===== src/hw/rtl/afc_pkg.sv =====
// Types and constants shared by the frustum cull modules.
package afc_pkg;

  localparam int NORM_W   = 16;
  localparam int COORD_W  = 32;
  localparam int OFFSET_W = 32;
  localparam int PROD_W   = NORM_W + COORD_W;
  localparam int ACC_W    = PROD_W + 2;
  // Offset is Q16.16 and products are Q2.14 * Q16.16, so the offset is aligned by 14 bits.
  localparam int OFFSET_SHIFT = 14;
  localparam int AXES     = 3;

  localparam logic KIND_LOAD = 1'b0;
  localparam logic KIND_TEST = 1'b1;

  localparam int STEP_W = 2;
  localparam logic [STEP_W-1:0] STEP_FIRST = 2'd0;
  localparam logic [STEP_W-1:0] STEP_AX1   = 2'd1;
  localparam logic [STEP_W-1:0] STEP_AX2   = 2'd2;
  localparam logic [STEP_W-1:0] STEP_LAST  = 2'd3;

  typedef enum logic [1:0] {
    ST_IDLE,
    ST_RUN,
    ST_WAIT
  } afc_state_e;

  typedef struct packed {
    logic clear;   // load the accumulator with the aligned plane offset
    logic accum;   // add the held product into the accumulator
    logic mul_en;  // capture a new product
  } mac_ctrl_t;

endpackage


===== src/hw/rtl/afc_mac.sv =====
// Shared multiply-accumulate unit that evaluates one plane distance term at a time.
module afc_mac (
  input  logic                                clk_i,
  input  afc_pkg::mac_ctrl_t                  ctrl_i,
  input  logic signed [afc_pkg::NORM_W-1:0]   norm_i,
  input  logic signed [afc_pkg::COORD_W-1:0]  coord_i,
  input  logic signed [afc_pkg::OFFSET_W-1:0] offset_i,
  output logic                                sum_neg_o
);

  logic signed [afc_pkg::PROD_W-1:0] prod_q, prod_d;
  logic signed [afc_pkg::ACC_W-1:0]  acc_q, acc_d;
  logic signed [afc_pkg::ACC_W-1:0]  sum;

  always_comb begin
    prod_d = afc_pkg::PROD_W'(norm_i) * afc_pkg::PROD_W'(coord_i);
  end

  // The running sum including the product still held in the register.
  assign sum = acc_q + afc_pkg::ACC_W'(prod_q);
  assign sum_neg_o = sum[afc_pkg::ACC_W-1];

  always_comb begin
    acc_d = acc_q;
    if (ctrl_i.clear) begin
      acc_d = afc_pkg::ACC_W'(offset_i) <<< afc_pkg::OFFSET_SHIFT;
    end else if (ctrl_i.accum) begin
      acc_d = sum;
    end
  end

  always_ff @(posedge clk_i) begin
    if (ctrl_i.mul_en) begin
      prod_q <= prod_d;
    end
    acc_q <= acc_d;
  end

endmodule


===== src/hw/rtl/aabb_frustum_cull.sv =====
// Box-against-frustum cull: a load transaction stores one plane and gives no result; a test
// transaction runs in the sequencer (three products and one final accumulate and sign check
// per plane through one shared 16x32 multiplier), then posts the result and returns to idle,
// where ready is high again; no new transaction is taken before that. A result that is not
// taken holds the block in the post state.
// A plane culls when 2^14*d + sum of n*c < 0, where c is the max corner coordinate for a
// non-negative normal component and the min corner otherwise; this equals the doubled
// center/extent test exactly. Planes never loaded hold zero and never cull.
module aabb_frustum_cull #(
  parameter int PLANE_COUNT = 6
) (
  input  logic                                clk_i,
  input  logic                                rst_ni,
  input  logic                                in_valid_i,
  output logic                                in_ready_o,
  input  logic                                kind_i,
  input  logic [2:0]                          plane_index_i,
  input  logic signed [afc_pkg::NORM_W-1:0]   normal_x_i,
  input  logic signed [afc_pkg::NORM_W-1:0]   normal_y_i,
  input  logic signed [afc_pkg::NORM_W-1:0]   normal_z_i,
  input  logic signed [afc_pkg::OFFSET_W-1:0] plane_offset_i,
  input  logic signed [afc_pkg::COORD_W-1:0]  box_min_x_i,
  input  logic signed [afc_pkg::COORD_W-1:0]  box_min_y_i,
  input  logic signed [afc_pkg::COORD_W-1:0]  box_min_z_i,
  input  logic signed [afc_pkg::COORD_W-1:0]  box_max_x_i,
  input  logic signed [afc_pkg::COORD_W-1:0]  box_max_y_i,
  input  logic signed [afc_pkg::COORD_W-1:0]  box_max_z_i,
  output logic                                out_valid_o,
  input  logic                                out_ready_i,
  output logic                                visible_o
);

  localparam int IDX_W = (PLANE_COUNT > 1) ? $clog2(PLANE_COUNT) : 1;
  localparam logic [IDX_W-1:0] PLANE_LAST = IDX_W'(PLANE_COUNT - 1);

  afc_pkg::afc_state_e state_q, state_d;

  logic signed [afc_pkg::NORM_W-1:0]   normal_q [PLANE_COUNT][afc_pkg::AXES];
  logic signed [afc_pkg::OFFSET_W-1:0] offset_q [PLANE_COUNT];
  logic signed [afc_pkg::COORD_W-1:0]  lo_q [afc_pkg::AXES];
  logic signed [afc_pkg::COORD_W-1:0]  hi_q [afc_pkg::AXES];

  logic [IDX_W-1:0]           plane_q, plane_d;
  logic [afc_pkg::STEP_W-1:0] step_q, step_d;
  logic                       cull_q, cull_d;
  logic                       out_valid_q, out_valid_d;
  logic                       visible_q, visible_d;

  logic                                in_accept;
  logic                                load_ok;
  afc_pkg::mac_ctrl_t                  mac_ctrl;
  logic signed [afc_pkg::NORM_W-1:0]   mac_norm;
  logic signed [afc_pkg::COORD_W-1:0]  mac_coord;
  logic                                mac_neg;

  assign in_accept = in_valid_i && in_ready_o;
  assign load_ok   = (32'(plane_index_i) < PLANE_COUNT);

  // Next state.
  always_comb begin
    state_d = state_q;
    unique case (state_q)
      afc_pkg::ST_IDLE: begin
        if (in_valid_i && (kind_i == afc_pkg::KIND_TEST)) begin
          state_d = afc_pkg::ST_RUN;
        end
      end
      afc_pkg::ST_RUN: begin
        if ((step_q == afc_pkg::STEP_LAST) && (plane_q == PLANE_LAST)) begin
          state_d = afc_pkg::ST_WAIT;
        end
      end
      afc_pkg::ST_WAIT: begin
        if (!out_valid_q || out_ready_i) begin
          state_d = afc_pkg::ST_IDLE;
        end
      end
      default: state_d = afc_pkg::ST_IDLE;
    endcase
  end

  // Sequencer outputs.
  always_comb begin
    in_ready_o = 1'b0;
    mac_ctrl   = '0;
    unique case (state_q)
      afc_pkg::ST_IDLE: begin
        in_ready_o = 1'b1;
      end
      afc_pkg::ST_RUN: begin
        mac_ctrl.clear  = (step_q == afc_pkg::STEP_FIRST);
        mac_ctrl.accum  = (step_q == afc_pkg::STEP_AX1) || (step_q == afc_pkg::STEP_AX2);
        mac_ctrl.mul_en = (step_q != afc_pkg::STEP_LAST);
      end
      afc_pkg::ST_WAIT: begin
        in_ready_o = 1'b0;
      end
      default: begin
        in_ready_o = 1'b0;
      end
    endcase
  end

  // Operand select: the corner that lies farthest along the normal component.
  always_comb begin
    case (step_q)
      afc_pkg::STEP_FIRST: mac_norm = normal_q[plane_q][0];
      afc_pkg::STEP_AX1:   mac_norm = normal_q[plane_q][1];
      afc_pkg::STEP_AX2:   mac_norm = normal_q[plane_q][2];
      default:             mac_norm = '0;
    endcase
    case (step_q)
      afc_pkg::STEP_FIRST: mac_coord = mac_norm[afc_pkg::NORM_W-1] ? lo_q[0] : hi_q[0];
      afc_pkg::STEP_AX1:   mac_coord = mac_norm[afc_pkg::NORM_W-1] ? lo_q[1] : hi_q[1];
      afc_pkg::STEP_AX2:   mac_coord = mac_norm[afc_pkg::NORM_W-1] ? lo_q[2] : hi_q[2];
      default:             mac_coord = '0;
    endcase
  end

  afc_mac u_mac (
    .clk_i     (clk_i),
    .ctrl_i    (mac_ctrl),
    .norm_i    (mac_norm),
    .coord_i   (mac_coord),
    .offset_i  (offset_q[plane_q]),
    .sum_neg_o (mac_neg)
  );

  // Counters, cull flag and result register.
  always_comb begin
    step_d      = step_q;
    plane_d     = plane_q;
    cull_d      = cull_q;
    out_valid_d = out_valid_q;
    visible_d   = visible_q;

    if (in_accept && (kind_i == afc_pkg::KIND_TEST)) begin
      step_d  = afc_pkg::STEP_FIRST;
      plane_d = '0;
      cull_d  = 1'b0;
    end

    if (state_q == afc_pkg::ST_RUN) begin
      step_d = step_q + afc_pkg::STEP_W'(1);
      if (step_q == afc_pkg::STEP_LAST) begin
        plane_d = plane_q + IDX_W'(1);
        cull_d  = cull_q | mac_neg;
      end
    end

    if (out_valid_q && out_ready_i) begin
      out_valid_d = 1'b0;
    end
    if ((state_q == afc_pkg::ST_WAIT) && (!out_valid_q || out_ready_i)) begin
      out_valid_d = 1'b1;
      visible_d   = !cull_q;
    end
  end

  always_ff @(posedge clk_i or negedge rst_ni) begin
    if (!rst_ni) begin
      state_q     <= afc_pkg::ST_IDLE;
      step_q      <= '0;
      plane_q     <= '0;
      cull_q      <= 1'b0;
      out_valid_q <= 1'b0;
    end else begin
      state_q     <= state_d;
      step_q      <= step_d;
      plane_q     <= plane_d;
      cull_q      <= cull_d;
      out_valid_q <= out_valid_d;
    end
  end

  // Plane store clears on reset, since an unloaded plane must read as zero.
  always_ff @(posedge clk_i or negedge rst_ni) begin
    if (!rst_ni) begin
      for (int p = 0; p < PLANE_COUNT; p++) begin
        for (int a = 0; a < afc_pkg::AXES; a++) begin
          normal_q[p][a] <= '0;
        end
        offset_q[p] <= '0;
      end
    end else if (in_accept && (kind_i == afc_pkg::KIND_LOAD) && load_ok) begin
      normal_q[plane_index_i[IDX_W-1:0]][0] <= normal_x_i;
      normal_q[plane_index_i[IDX_W-1:0]][1] <= normal_y_i;
      normal_q[plane_index_i[IDX_W-1:0]][2] <= normal_z_i;
      offset_q[plane_index_i[IDX_W-1:0]]    <= plane_offset_i;
    end
  end

  always_ff @(posedge clk_i) begin
    if (in_accept && (kind_i == afc_pkg::KIND_TEST)) begin
      lo_q[0] <= box_min_x_i;
      lo_q[1] <= box_min_y_i;
      lo_q[2] <= box_min_z_i;
      hi_q[0] <= box_max_x_i;
      hi_q[1] <= box_max_y_i;
      hi_q[2] <= box_max_z_i;
    end
    visible_q <= visible_d;
  end

  assign out_valid_o = out_valid_q;
  assign visible_o   = visible_q;

endmodule


===== config.mk =====
export PLATFORM = sky130hd
export DESIGN_NAME = aabb_frustum_cull
export DESIGN_NICKNAME = d
export VERILOG_FILES = /design/src/hw/rtl/afc_pkg.sv /design/src/hw/rtl/afc_mac.sv /design/src/hw/rtl/aabb_frustum_cull.sv
export SDC_FILE = /design/constraint.sdc
export NUM_CORES = 2
export LEC_CHECK = 0
export BUFFER_PORTS_ARGS = -buffer_cell sky130_fd_sc_hd__buf_2
export CORE_ASPECT_RATIO = 0.75
export CORE_MARGIN = 2
export CORE_UTILIZATION = 57
export CTS_BUF_LIST = sky130_fd_sc_hd__clkbuf_16
export CTS_CLUSTER_SIZE = 20
export DETAILED_ROUTE_END_ITERATION = 16
export PLACE_DENSITY_LB_ADDON = 0.12
export SLEW_MARGIN = 20
export SYNTH_ARGS = -nofsm -noshare
export SYNTH_HDL_FRONTEND = slang
export SYNTH_SLANG_ARGS = --single-unit

===== constraint.sdc =====
create_clock -name clk_i -period 8.3 [get_ports clk_i]
set_clock_uncertainty 0.15 [all_clocks]
set_input_delay 0.83 -clock clk_i [delete_from_list [all_inputs] [get_ports clk_i]]
set_output_delay 0.83 -clock clk_i [all_outputs]
set_load 0.01 [all_outputs]

==> impl_results.md <==
- Initial Util: 57.8%
- CP required: 8.53 ns
- Synth area leaders: dfrtp_1 23%, fa_1 18%, edfxtp_1 16%, mux2_2 10%, inv_1 4.0%
- Grt ovf: 0
- Placer congestion estimate: 0.979
- Final period util: 99.1%
- Clock latency on the worst-skew pair: 0.65 ns
- Fin. Hold Viols: 0
- Share of the synthesized area in the top cell type: 23.0%
- DR WL/cell: 21.9 um
- Register area: 20800 sq um
- Worst-path clk slew: 0.06 ns
- Post-synth EDFFs: 277
- TritonCTS clock tree: done
- Mapped Area: 53200 sq um
- Detailed-router iteration count before antenna repair: 6
- Clock tree buffer depth: 3
- Overall Global Routing Usage: 29.2%
- Fill cells: 6988
- Vias: 36597
- Crit-path max FO: 7
- Synth Area per Inst: 11.7 sq um
- CP endpoint kind: register
- Commonest non-fill, non-tap cell in the layout: inv_1
- Fraction of registers with async set/reset: 62.7%
- Status: finished clean
- Floorplan core area: 92000 sq um
- Unique masters post-synth: 85
- CP Data Arrival Time: 8.46 ns
- Yosys reg bits: 780
- Die W: 357 um
- CP peak stage delay: 0.52 ns
- Slew Limit Fails: 0
- Slowest-stage cell, CP: mux4_2
- Htree depth: 3
- Post-Syn Nets: 5477
- Syn Inst Count: 4541
- Family with the most delay on the worst path: adder cells
- Kind of critical path: register to register
- Post-synth top area cell: dfrtp_1
- Fraction of layout cells with a size suffix above 1: 29.6%
- Worst min path class: input port to async pin
- YS warnings: 0
- Vias in the first global route: 36910
- Clock root buffer master: clkbuf_16
- FP Rows: 96
- CTS buffer count: 78
- Place WS: -0.227 ns
- Most used DFF post-synth: dfrtp_1
- Post-synthesis sequential area ratio: 39.2%
- Startpoint type of the worst setup path: register
- Synth-to-Final Area Change: 16.4%
- Final wirelength: 139 mm
- Commonest non-fill, non-tap cells in the layout: 587 x inv_1, 493 x mux2_2, 487 x dfrtp_1
- Residual DRC: 0
- Multi-input gate area: 29800 sq um
- Initial antenna violation count: 11
- Hpwl dp: 103 mm
- Die Y: 269 um
- Port bufs: 282
- TritonCTS Sinks: 780
- First-pass GRT wire length: 214 mm
- Starting DRT DRC Count: 3260
- Min Tclk post-route: 8.23 ns
- Num ports: 283
- Largest net degree at the start of global routing: 152
- Relative slew slack: 31.7%
- CP Buf/Inv Count: 6
- Hold_buf cts: 0
- Final #Nets: 5998
- Worst Tran Pin Value: 1.02 ns
- RSZ-0062 raised after global routing: true
- Post-DRT Antenna Nets: 0
- Most frequent cell on the critical path: fa_1
- Final setup margin: 0.0746 ns
- Full die area: 95800 sq um
- Setup violators final: 0
- Vias per cell: 5.76
- Maxcap violations: 0
- Achievable frequency: 0.122 GHz
[worst paths after layout]
path                            slack (ns)               end  cells past startpoint       startpoint
worst max-delay path                  0.07  u_mac.prod_q[46]                     28       plane_q[0]
max in group asynchronous             6.12      offset_q[83]                      3           rst_ni
min in group clk_i                    0.21        hi_q[0][1]                      1   box_max_x_i[1]
worst min-delay path                  0.09     normal_q[286]                      1           rst_ni
worst max register to register        0.07  u_mac.prod_q[46]                     28       plane_q[0]
worst min register to register        0.31   u_mac.acc_q[11]                      2  u_mac.acc_q[11]
[per-stage QoR]
stage | hold WS (ns) | cells | setup TNS (ns) | util [%] | area [sq um]
global route | 0.167 | 6354 | -1.23 | 67.3 | 61900
detailed placement | 0.300 | 6168 | -1.41 | 63.3 | 58300
CTS | 0.133 | 6314 | 0 | 66.1 | 60800
floorplan | 0.286 | 4541 | 0 | - | 53200
global placement | 0.294 | 6168 | 0 | 63.3 | 58300
finish | 0.0944 | 6359 | 0 | 67.3 | 61900
[kinds of logic after synthesis]
kind of cell | synth area share (%)
adder cells (fa/ha/maj) | 22.3
AO/OA/AOI/OAI | 8.50
buffers and inverters | 6.29
flip-flops | 39.2
AND/OR/NAND/NOR | 7.46
XOR/XNOR | 1.58
multiplexers | 14.7
[routing by layer]
| metal | wire length, um | global-route usage [%] | vias up |
|---|---|---|---|
| met5 | 177 | 1.00 | - |
| met4 | 3430 | 8.15 | 12 |
| met3 | 12400 | 8.41 | 203 |
| met2 | 60100 | 41.6 | 1305 |
| met1 | 63100 | 43.6 | 18601 |
| li1 | - | - | 16476 |
[cell type report]
cell class / count / area share [%]
flip-flops and latches: 780 / 33.7
clock inverters: 63 / 0.685
well taps: 1225 / 2.48
multi-input cells: 2933 / 48.2
inverters: 576 / 3.51
repair buffers: 693 / 8.22
clock buffers: 79 / 3.19
diodes: 10 / 0.0404
[flip-flops by register name (all words and copies together), names as in the netlist]
name / cells
visible_o: 1
plane_q: 3
cull_q: 1
u_mac.prod_q: 48
lo_q: 96
hi_q: 96
step_q: 2
state_q: 2
offset_q: 192
out_valid_o: 1
u_mac.acc_q: 50
normal_q: 288
[timing repair]
item | 4_1_cts | 5_1_grt
resized for setup | 17 | 141
buffers inserted | 4 | 30
setup endpoints to repair | 12 | 23
pin swaps | 2 | 29
gates cloned | 0 | 5
[synthesized netlist by cell type (6+ instances only)]
library cell	instances
dfxtp_1	14
a221oi_1	27
o221ai_2	17
buf_1	20
xnor2_1	61
xor2_1	35
and3_1	9
edfxtp_1	277
buf_6	7
a21o_1	52
o21ai_0	78
or3_1	15
a21oi_1	167
a31oi_1	29
mux2i_1	77
o22ai_1	39
a211o_1	7
dfrtp_1	489
nor3_1	17
o211ai_1	7
a22o_1	24
nand3_1	34
a211oi_1	13
and2_1	15
o21a_1	13
mux4_2	64
o221a_1	13
o21bai_1	18
a21boi_0	6
o221a_2	11
buf_2	47
nor2b_1	28
o221ai_1	7
nor2_1	351
mux2_2	493
clkbuf_1	151
ha_1	169
nand4_1	13
nand2b_1	67
nand2_1	316
a22oi_1	79
inv_1	573
buf_4	24
fa_1	487
Power is left out: the tool's default activity adds up to more than one toggle a clock period on the data nets, which glitch-free logic cannot reach.
